<file path="src/rtl/cpeq_pkg.sv">
package cpeq_pkg;

   localparam int TYPE_BITS = 5;
   localparam int FILL_BITS = 5;

   localparam logic [1:0] CMD_PUSH  = 2'd0;
   localparam logic [1:0] CMD_POP   = 2'd1;
   localparam logic [1:0] CMD_CLEAR = 2'd2;
   localparam logic [1:0] CMD_NOP   = 2'd3;

   localparam logic [1:0] STAT_OK       = 2'd0;
   localparam logic [1:0] STAT_DROPPED  = 2'd1;
   localparam logic [1:0] STAT_OVERFLOW = 2'd2;
   localparam logic [1:0] STAT_EMPTY    = 2'd3;

   typedef struct packed {
      logic [1:0]           command;
      logic [TYPE_BITS-1:0] event_type;
      logic [31:0]          event_payload;
   } req_type;

   typedef struct packed {
      logic [1:0]           status;
      logic [TYPE_BITS-1:0] popped_type;
      logic [31:0]          popped_payload;
      logic [FILL_BITS-1:0] fill_level;
      logic                 resync_needed;
      logic [31:0]          dropped_telemetry_total;
      logic [31:0]          evicted_telemetry_total;
      logic [31:0]          overflow_total;
   } rsp_type;

   // completion report from the sequencer to the top level
   typedef struct packed {
      logic                 valid;
      logic [1:0]           status;
      logic                 evicted;
      logic [TYPE_BITS-1:0] popped_type;
      logic [31:0]          popped_payload;
      logic [FILL_BITS-1:0] fill_level;
   } done_type;

   typedef enum logic [2:0] {
      ST_IDLE,
      ST_POP,
      ST_FIND,
      ST_SHIFT,
      ST_APPEND
   } seq_state_type;

endpackage

</file>
<file path="src/rtl/cpeq_seq.sv">
module cpeq_seq #(
   parameter int QUEUE_DEPTH  = 16,
   parameter int PAYLOAD_BITS = 32
) (
   input  logic              clock,
   input  logic              reset,
   input  logic              start,
   input  cpeq_pkg::req_type item,
   input  logic [31:0]       type_mask,
   output cpeq_pkg::done_type done
);
   import cpeq_pkg::*;

   localparam int AW = (QUEUE_DEPTH > 1) ? $clog2(QUEUE_DEPTH) : 1;
   localparam int CW = $clog2(QUEUE_DEPTH + 1);
   localparam int IW = $clog2(QUEUE_DEPTH + 2);
   localparam int EW = TYPE_BITS + PAYLOAD_BITS;

   logic [EW-1:0] mem [QUEUE_DEPTH];

   seq_state_type state_ff, state_in;
   logic [AW-1:0] head_ff, head_in;
   logic [CW-1:0] count_ff, count_in;
   logic [IW-1:0] idx_ff, idx_in;
   logic [EW-1:0] rd_ff;

   logic          we;
   logic [AW-1:0] waddr;
   logic [EW-1:0] wdata;
   logic [AW-1:0] raddr;

   logic [63:0]          in_wide;
   logic [63:0]          rd_wide;
   logic [31:0]          cnt_wide;
   logic [EW-1:0]        new_entry;
   logic [TYPE_BITS-1:0] rd_type;
   logic [IW-1:0]        last_idx;
   logic                 full;

   // logical position to memory address, one conditional subtract
   function automatic logic [AW-1:0] phys(input logic [AW-1:0] h, input logic [IW-1:0] i);
      logic [IW:0] s;
      begin
         s = (IW + 1)'(h) + (IW + 1)'(i);
         if (s >= (IW + 1)'(QUEUE_DEPTH)) s = s - (IW + 1)'(QUEUE_DEPTH);
         return s[AW-1:0];
      end
   endfunction

   assign in_wide   = 64'(item.event_payload);
   assign new_entry = {item.event_type, in_wide[PAYLOAD_BITS-1:0]};
   assign rd_type   = rd_ff[EW-1 -: TYPE_BITS];
   assign rd_wide   = 64'(rd_ff[PAYLOAD_BITS-1:0]);
   assign last_idx  = IW'(count_ff) - IW'(1);
   assign full      = (count_ff == CW'(QUEUE_DEPTH));
   assign cnt_wide  = 32'(count_in);

   always_comb begin
      state_in = state_ff;
      head_in  = head_ff;
      count_in = count_ff;
      idx_in   = idx_ff;
      we       = 1'b0;
      waddr    = phys(head_ff, IW'(count_ff));
      wdata    = new_entry;
      raddr    = phys(head_ff, idx_ff + IW'(1));
      done     = '0;
      case (state_ff)
         ST_IDLE: begin
            if (start) begin
               case (item.command)
                  CMD_PUSH: begin
                     if (!full) begin
                        we       = 1'b1;
                        count_in = count_ff + CW'(1);
                        done.valid = 1'b1;
                     end else if (type_mask[item.event_type]) begin
                        done.valid  = 1'b1;
                        done.status = STAT_DROPPED;
                     end else begin
                        raddr    = head_ff;
                        idx_in   = '0;
                        state_in = ST_FIND;
                     end
                  end
                  CMD_POP: begin
                     if (count_ff == '0) begin
                        done.valid  = 1'b1;
                        done.status = STAT_EMPTY;
                     end else begin
                        raddr    = head_ff;
                        state_in = ST_POP;
                     end
                  end
                  default: begin
                     done.valid = 1'b1;
                  end
               endcase
            end
         end
         ST_POP: begin
            done.valid          = 1'b1;
            done.popped_type    = rd_type;
            done.popped_payload = rd_wide[31:0];
            count_in            = count_ff - CW'(1);
            if (count_ff == CW'(1)) begin
               head_in = '0;
            end else if (head_ff == AW'(QUEUE_DEPTH - 1)) begin
               head_in = '0;
            end else begin
               head_in = head_ff + AW'(1);
            end
            state_in = ST_IDLE;
         end
         ST_FIND: begin
            // read of the next position is issued while this one is checked
            if (type_mask[rd_type]) begin
               state_in = (idx_ff == last_idx) ? ST_APPEND : ST_SHIFT;
            end else if (idx_ff == last_idx) begin
               done.valid  = 1'b1;
               done.status = STAT_OVERFLOW;
               state_in    = ST_IDLE;
            end else begin
               idx_in = idx_ff + IW'(1);
            end
         end
         ST_SHIFT: begin
            // rd_ff holds position idx+1, moved one place toward the head
            we     = 1'b1;
            waddr  = phys(head_ff, idx_ff);
            wdata  = rd_ff;
            raddr  = phys(head_ff, idx_ff + IW'(2));
            idx_in = idx_ff + IW'(1);
            if (idx_ff + IW'(1) == last_idx) state_in = ST_APPEND;
         end
         ST_APPEND: begin
            we           = 1'b1;
            waddr        = phys(head_ff, last_idx);
            done.valid   = 1'b1;
            done.evicted = 1'b1;
            state_in     = ST_IDLE;
         end
         default: begin
            state_in = ST_IDLE;
         end
      endcase
      done.fill_level = cnt_wide[FILL_BITS-1:0];
   end

   always_ff @(posedge clock) begin
      if (reset) begin
         state_ff <= ST_IDLE;
         head_ff  <= '0;
         count_ff <= '0;
         idx_ff   <= '0;
      end else begin
         state_ff <= state_in;
         head_ff  <= head_in;
         count_ff <= count_in;
         idx_ff   <= idx_in;
      end
   end

   always_ff @(posedge clock) begin
      if (we) mem[waddr] <= wdata;
      rd_ff <= mem[raddr];
   end

   a_count_bound : assert property (@(posedge clock) disable iff (reset)
      count_ff <= CW'(QUEUE_DEPTH))
      else $error("held count above depth");

   a_evict_full : assert property (@(posedge clock) disable iff (reset)
      (state_ff == ST_FIND || state_ff == ST_SHIFT || state_ff == ST_APPEND)
      |-> full)
      else $error("eviction running on a queue that is not full");

   a_done_idle : assert property (@(posedge clock) disable iff (reset)
      done.valid |=> state_ff == ST_IDLE)
      else $error("sequencer not idle after completion");

   a_evict_count : assert property (@(posedge clock) disable iff (reset)
      done.evicted |=> count_ff == $past(count_ff))
      else $error("eviction changed the held count");

endmodule

</file>
<file path="src/rtl/class_priority_event_queue_core.sv">
// Event queue with telemetry/control classes.
// req channel: req_valid/req_stall with req_item (command, event_type, event_payload).
//   An item is taken when req_valid is high and req_stall low. One item is
//   worked on at a time; req_stall is high from acceptance until its result
//   is in the output register.
// rsp channel: rsp_valid/rsp_stall with rsp_item, exactly one result per item.
//   The output register lets a new item be taken while a result waits; the
//   next item starts work once that result is taken.
// csr channel: csr_valid/csr_ready/csr_data writes the telemetry type mask.
//   It is always ready; write it only while no item is in flight.
// Clear, drop, empty pop and push with space finish in the sequencer's idle
//   state; a pop reads the head entry first; a control push into a full queue
//   scans and shifts the stored entries one entry per cycle. The next item is
//   taken only after a result is registered.
// Reset: queue empty, head at 0, counters and resync flag cleared, mask 3.
//   The entry memory is not cleared; only data read from held entries is used.
// A stalled receiver holds rsp_item steady and blocks the next item's start.
module class_priority_event_queue_core #(
   parameter int QUEUE_DEPTH  = 16,
   parameter int PAYLOAD_BITS = 32
) (
   input  logic              clock,
   input  logic              reset,
   input  logic              req_valid,
   output logic              req_stall,
   input  cpeq_pkg::req_type req_item,
   output logic              rsp_valid,
   input  logic              rsp_stall,
   output cpeq_pkg::rsp_type rsp_item,
   input  logic              csr_valid,
   output logic              csr_ready,
   input  logic [31:0]       csr_data
);
   import cpeq_pkg::*;

   req_type     item_ff;
   logic        busy_ff, busy_in;
   logic        rsp_valid_ff, rsp_valid_in;
   rsp_type     rsp_ff, rsp_in;
   logic [31:0] mask_ff;
   logic [31:0] drop_ff, drop_in;
   logic [31:0] evict_ff, evict_in;
   logic [31:0] ovf_ff, ovf_in;
   logic        resync_ff, resync_in;
   logic        start;
   logic        req_take;
   done_type    done;

   assign req_stall = busy_ff;
   assign req_take  = req_valid & ~busy_ff;
   assign csr_ready = 1'b1;
   assign rsp_valid = rsp_valid_ff;
   assign rsp_item  = rsp_ff;
   // the output register is free at the edge where work begins
   assign start     = busy_ff & (~rsp_valid_ff | ~rsp_stall);

   cpeq_seq #(
      .QUEUE_DEPTH  (QUEUE_DEPTH),
      .PAYLOAD_BITS (PAYLOAD_BITS)
   ) u_seq (
      .clock     (clock),
      .reset     (reset),
      .start     (start),
      .item      (item_ff),
      .type_mask (mask_ff),
      .done      (done)
   );

   always_comb begin
      drop_in      = drop_ff;
      evict_in     = evict_ff;
      ovf_in       = ovf_ff;
      resync_in    = resync_ff;
      busy_in      = busy_ff;
      rsp_in       = rsp_ff;
      rsp_valid_in = rsp_valid_ff & rsp_stall;
      if (done.valid) begin
         if (done.status == STAT_DROPPED) drop_in = drop_ff + 32'd1;
         if (done.evicted) evict_in = evict_ff + 32'd1;
         if (done.status == STAT_OVERFLOW) begin
            ovf_in    = ovf_ff + 32'd1;
            resync_in = 1'b1;
         end
         if (item_ff.command == CMD_CLEAR) resync_in = 1'b0;
         rsp_in.status                  = done.status;
         rsp_in.popped_type             = done.popped_type;
         rsp_in.popped_payload          = done.popped_payload;
         rsp_in.fill_level              = done.fill_level;
         rsp_in.resync_needed           = resync_in;
         rsp_in.dropped_telemetry_total = drop_in;
         rsp_in.evicted_telemetry_total = evict_in;
         rsp_in.overflow_total          = ovf_in;
         rsp_valid_in                   = 1'b1;
         busy_in                        = 1'b0;
      end
      if (req_take) busy_in = 1'b1;
   end

   always_ff @(posedge clock) begin
      if (reset) begin
         busy_ff      <= 1'b0;
         rsp_valid_ff <= 1'b0;
         mask_ff      <= 32'd3;
         drop_ff      <= '0;
         evict_ff     <= '0;
         ovf_ff       <= '0;
         resync_ff    <= 1'b0;
      end else begin
         busy_ff      <= busy_in;
         rsp_valid_ff <= rsp_valid_in;
         drop_ff      <= drop_in;
         evict_ff     <= evict_in;
         ovf_ff       <= ovf_in;
         resync_ff    <= resync_in;
         if (csr_valid && csr_ready) mask_ff <= csr_data;
      end
   end

   always_ff @(posedge clock) begin
      if (req_take) item_ff <= req_item;
      rsp_ff <= rsp_in;
   end

endmodule
</file>
<file path="config.mk">
export PLATFORM = sky130hd
export DESIGN_NAME = class_priority_event_queue_core
export DESIGN_NICKNAME = d
export VERILOG_FILES = /design/src/rtl/cpeq_pkg.sv /design/src/rtl/cpeq_seq.sv /design/src/rtl/class_priority_event_queue_core.sv
export SDC_FILE = /design/constraint.sdc
export NUM_CORES = 1
export LEC_CHECK = 0
export BUFFER_PORTS_ARGS = -buffer_cell sky130_fd_sc_hd__buf_2
export CAP_MARGIN = 10
export CORE_ASPECT_RATIO = 0.9
export CORE_MARGIN = 4
export CORE_UTILIZATION = 40
export CTS_CLUSTER_DIAMETER = 40
export CTS_CLUSTER_SIZE = 16
export DETAILED_ROUTE_END_ITERATION = 6
export SETUP_SLACK_MARGIN = 0.1
export SLEW_MARGIN = 30
export SYNTH_ARGS = -nofsm -noshare
export SYNTH_HDL_FRONTEND = slang
export SYNTH_SLANG_ARGS = --single-unit
</file>
<file path="constraint.sdc">
create_clock -name clock -period 9.4 [get_ports clock]
set_input_delay 0.47 -clock clock [delete_from_list [all_inputs] [get_ports clock]]
set_output_delay 0.47 -clock clock [all_outputs]
set_load 0.02 [all_outputs]
</file>
## Word-level counts from Yosys, hierarchy flattened

Memory sizes are Yosys's and may differ from the RTL's. A register that Yosys moved wholly into a read port is not among the register bits.
Index checks and enable logic that the tools add are counted.

- Flip-flop bits (word level): 328
- Bits in writable memories: 592
- Input bits: 76
- Word-level logic and storage cells: 155
- Memories kept: 1

Memory list:

| memory | words | bits a word | read ports | clocked after Yosys merged registers in | write ports | RTL line | source |
|---|---|---|---|---|---|---|---|
| u_seq.mem | 16 | 37 | 1 | 1 | 1 | cpeq_seq.sv:19 | `logic [EW-1:0] mem [QUEUE_DEPTH];` |

- Add/subtract/negate cells: 18
- $lt $le $gt $ge: 7
- Equal/unequal tests: 25
- Multiplexer cells: 66
- Bitwise gates (word level): 7
- Reductions and logical operators: 9

Operators by type and width:

| kind | number |
|---|---|
| $add A32 B1 Y32 const B | 3 |
| $mux W32 | 3 |
| $mux W5 | 9 |
| $mux W4 | 11 |
| $mux W3 | 13 |
| $mux W37 | 1 |
| $add A4 B5 Y6 | 5 |
| $ge A6 B5 Y1 const B | 5 |
| $pmux W4 S2 | 3 |
| $sub A4 B1 Y4 const B | 5 |
| $pmux W5 S3 | 1 |
| $mux W1 | 14 |
| $reduce_and A7 Y1 | 2 |
| $lt A5 B6 Y1 const B | 2 |
| $add A5 B1 Y5 const B | 2 |
| $bmux W1 S5 | 2 |
| $eq A5 B5 Y1 | 2 |
| $ne A2 B2 Y1 const B | 5 |
| $pmux W5 S2 | 1 |
| $ne A3 B3 Y1 const B | 3 |
| $pmux W3 S3 | 1 |
| $pmux W2 S2 | 2 |
| $eq A3 B2 Y1 const B | 2 |
| $pmux W3 S2 | 1 |
| other kinds (25) | 34 |

## Logic depth before layout (Yosys ltp)

- Depth in word-level cells: 10
- Depth in mapped cells: 15
- Mapped depth without buffers: 12

## Hierarchy

Synthesis repeated with hierarchy kept, for this count alone.

- Cells, all modules: 2,846
- Area, all modules: 40,060.9 sq um

By module, submodules not included:

| module | instances | cells each | area each (sq um) | seq. area each (sq um) |
|---|---|---|---|---|
| cpeq_seq | 1 | 1,809 | 27,586.5 | 18,858.1 |
| class_priority_event_queue_core | 1 | 1,037 | 12,474.5 | 8,027.7 |

## Worst setup path after synthesis

No wires, ideal clock.

- Kind: reg-to-reg
- From: register u_seq.count_ff[0]
- To: register rsp_ff (netlist bit rsp_item[0]), enable pin
- Data arrival time: 5,397 ps
- Path slack: 3,509 ps
- Stages on the path, launching flop included: 12
- Buffers on the path: 2
- Path through: dfxtp_1 -> clkbuf_1 -> inv_1 -> ha_1 -> xor2_1 -> xnor2_1 -> or4bb_1 -> or4_1 -> buf_2 -> inv_1 -> o41ai_1 -> inv_1

RTL lines:

| what | RTL line | source |
|---|---|---|
| start: declaration | cpeq_seq.sv:23 | `logic [CW-1:0] count_ff, count_in;` |
| start signal: assignment | cpeq_seq.sv:159 | `count_ff <= count_in;` |
| end signal: assignment | class_priority_event_queue_core.sv:121 | `rsp_ff <= rsp_in;` |
| end: declaration | class_priority_event_queue_core.sv:39 | `rsp_type rsp_ff, rsp_in;` |

## Worst setup path after layout

- From: register item_ff[33] (netlist bit)
- To: register u_seq.rd_ff[18] (read register of u_seq.mem)

- Longest elaborated chain between the ends: 7

RTL lines:

| what | RTL line | source |
|---|---|---|
| start: declaration | class_priority_event_queue_core.sv:36 | `req_type item_ff;` |
| start signal: assignment | class_priority_event_queue_core.sv:120 | `if (req_take) item_ff <= req_item;` |
| $bmux W1 S5 | cpeq_seq.sv:77 | `end else if (type_mask[item.event_type]) begin` |
| $mux W1 (implied by the code) | cpeq_seq.sv:77 |  |
| $mux W4 | cpeq_seq.sv:77 |  |
| $mux W4 | cpeq_seq.sv:73 | `if (!full) begin` |
| $pmux W4 S2 | cpeq_seq.sv:71 | `case (item.command)` |
| $mux W4 | cpeq_seq.sv:70 | `if (start) begin` |
| $pmux W4 S2 | cpeq_seq.sv:68 | `case (state_ff)` |
| end: declaration | cpeq_seq.sv:25 | `logic [EW-1:0] rd_ff;` |

Every way passes these cells. The select of a mux whose other input is x is not followed.
A chain may end at the register's enable or synchronous reset.

==> metrics <==
status=finished, final reports clean; DRT Wirelength=98,400 µm; R2R setup slack=3.83 ns; Post-Syn Instances=2,842; WP data required=9.96 ns; Synthesis Warnings=0; Hold Crit Endpoint=mask_ff[10]; Final Max Slew Viols=0; Routed Antenna Nets=0; First-pass DRT Iterations=6; Die X=338 µm; EDFF count, synth=772; CTS Root Buffer Type=clkbuf_16; maximum clock frequency=0.180 GHz; first-pass GRT wire length=150,000 µm; hold_ws=0.0492 ns; post-synthesis sequential area ratio=0.684; Die Y=305 µm; Synth Cell Area=39,300 µm²; die area=103,000 µm²; post-synth top area share=0.590; Hold Crit Depth=3; Clock Path Buffers=3; # rows=108; post-DR vias/cell=5.47; Final TNS setup=0 ns; Starting Density=0.405; Synth cell types=65; GRT Overall Usage=0.187; largest net degree at the start of global routing=82; Final nets=3,233; Max Cap Viol=0; CP endpoint kind=flop; worst-margin pin slew=0.985 ns; Synth area leader=edfxtp_1; Post-CTS Setup Bufs=0; Synth-to-Final Area Change=20.4%; Num CTS Buffers=132; GRT overflow=0; Syn Area/Cell=13.8 µm²; R2R cell count=13; peak supply drop=122 µV; CTS tree=built; vias in the first global route=25.3k; Final Hold Viols=0; unrepaired setup endpoints after global routing=no; CP arrival=6.13 ns; PwrDens=228 nW/µm²; share of cells above drive strength 1=0.170; Hold Crit Start=csr_data[10]; Clock Pin Slew Worst Setup and Hold Paths=0.06 ns; Setup CP Type=reg2reg; Hold Path Class=in2reg; #FFs+latches synth=957; syn nets=2,940; Clock Sink Count=957; worst skew pair latency=0.73 ns; top cells by area, synth=edfxtp_1, dfxtp_1, mux2i_1, nand2_1, nand3_1; HPWL Detailed=55,500 µm; n_diodes=0; DR vias=24.6k; I/O pin total=220; r2r startpoint=item_ff[33]; reg2reg end=u_seq.rd_ff[18]; Setup Viol. Count Final=0; antenna violations before repair=1; critical path peak fanout=74; port buffer count=218; Slew headroom=0.343; drt drc=0; most frequent cell after synthesis=edfxtp_1; Top FF cell, synth=edfxtp_1; H-tree depth=4; period utilisation layout=0.592; Core ar.=97,000 µm²; Final Wtd Congestion=0.870; First DRT Iteration DRCs=2,013; minimum clock period=5.57 ns; Post-synth top cells=edfxtp_1, mux2i_1, nand2_1, dfxtp_1, nand3_1; DR WL/cell=21.8 µm; Setup crit start kind=flop; Synth async-reset ratio=0; fillcell total=8,298; Worst Skew=0.0332 ns; Leakage=0.0181 µW
-- worst max-delay path, stage by stage, from the launching register on --
cell       delay (ns)
edfxtp_1         0.93
mux2i_1          0.30
a22oi_1          0.13
nand3_1          0.12
and4_1           0.22
buf_4            0.25
mux2_2           0.36
buf_4            0.37
o21ai_4          0.52
buf_16           0.23
buf_4            0.53
nand2_8          0.52
a2111oi_0        0.70
a2111oi_0        0.13
-- cell usage in the layout (no fill, tap or decap), drive strengths merged, types with 9 or more instances in the layout --
master and instances:
inv 69, dlygate4sd3 69, nor2 141, clkinv 28, nand3 151, bufinv 17
o211ai 41, mux2i 346, dfxtp 185, xor2 44, nor3 25, ha 19
o22ai 39, xnor2 78, and3 51, mux4 10, a32o 38, buf 260
or3 10, nor2b 111, nand2 271, nand4 18, a2111oi 74, and2 43
clkinvlp 15, a21oi 27, and4 9, edfxtp 772, clkbuf 148, o21ai 58
-- flip-flops by register name, indices dropped and copies added, names as in the netlist, 4 cells and up --
| signal | cells |
|---|---|
| u_seq.mem | 592 |
| rsp_item | 141 |
| item_ff | 39 |
| u_seq.rd_ff | 37 |
| drop_ff | 32 |
| evict_ff | 32 |
| mask_ff | 32 |
| ovf_ff | 32 |
| u_seq.count_ff | 5 |
| u_seq.idx_ff | 5 |
| u_seq.head_ff | 4 |
-- metal layers --
metal  global-route usage  share of wire  routed length (µm)  up-vias
li1                     -              -                   -    11295
met2                0.315           0.49               47900      751
met3               0.0353          0.056                5520      219
met4               0.0676          0.028                2710        0
met1                0.242           0.43               42200    12383
met5                    0              0                   0        -
-- final cells by class --
class	count	area, µm²	area share
Sequential cell	957	26900	0.568
Multi-Input combinational cell	1681	11900	0.252
Clock buffer	148	3470	0.0732
Timing Repair Buffer	329	2130	0.0450
Tap cell	1265	1580	0.0334
Clock inverter	95	1220	0.0257
Inverter	34	133	0.00280
-- where the power goes --
group	leakage [µW]	total, µW	internal (µW)	switching, µW
clock network	0.00224	5200	3200	1990
logic	0.00727	767	246	522
registers	0.00857	4820	4750	74.1
total	0.0181	10800	8200	2590
-- logic make-up after synthesis --
kind of cell	after synthesis	synth area share
buffers and inverters	204	0.0204
flip-flops	957	0.684
other	1	0.0000954
multiplexers	359	0.0947
adder cells (fa/ha/maj)	22	0.00758
XOR/XNOR	122	0.0274
AO/OA/AOI/OAI	310	0.0577
AND/OR/NAND/NOR	867	0.108
-- metrics by stage --
stage           util  setup slack [ns]  total power, µW  cell area [µm²]  std cells
3_3_place_gp   0.432              3.60             5640            41900       4196
4_1_cts        0.488              3.61            10900            47300       4508
6_report       0.488              3.83            10800            47300       4509
5_1_grt        0.488              3.55            11100            47300       4509
2_1_floorplan      -              3.51             5380            39300       2842
3_5_place_dp   0.432              3.64             5660            41900       4196
-- worst max-delay path by stage --
stage	start	endpoint	slack, ns	cells after the start
after floorplan	u_seq.count_ff[0]	rsp_item[0]	3.51	11
after global placement	item_ff[33]	u_seq.rd_ff[31]	3.60	12
after detailed placement	item_ff[33]	u_seq.rd_ff[13]	3.64	12
after CTS	item_ff[33]	u_seq.rd_ff[13]	3.61	12
after global routing	item_ff[33]	u_seq.rd_ff[24]	3.55	13
final	item_ff[33]	u_seq.rd_ff[18]	3.83	13
-- timing repair --
item                      in CTS  in global routing
resized for setup              0                  0
hold buffers                  69                  0
hold endpoints to repair      69                  0
No activity file was read; power rests on OpenSTA's default activity.
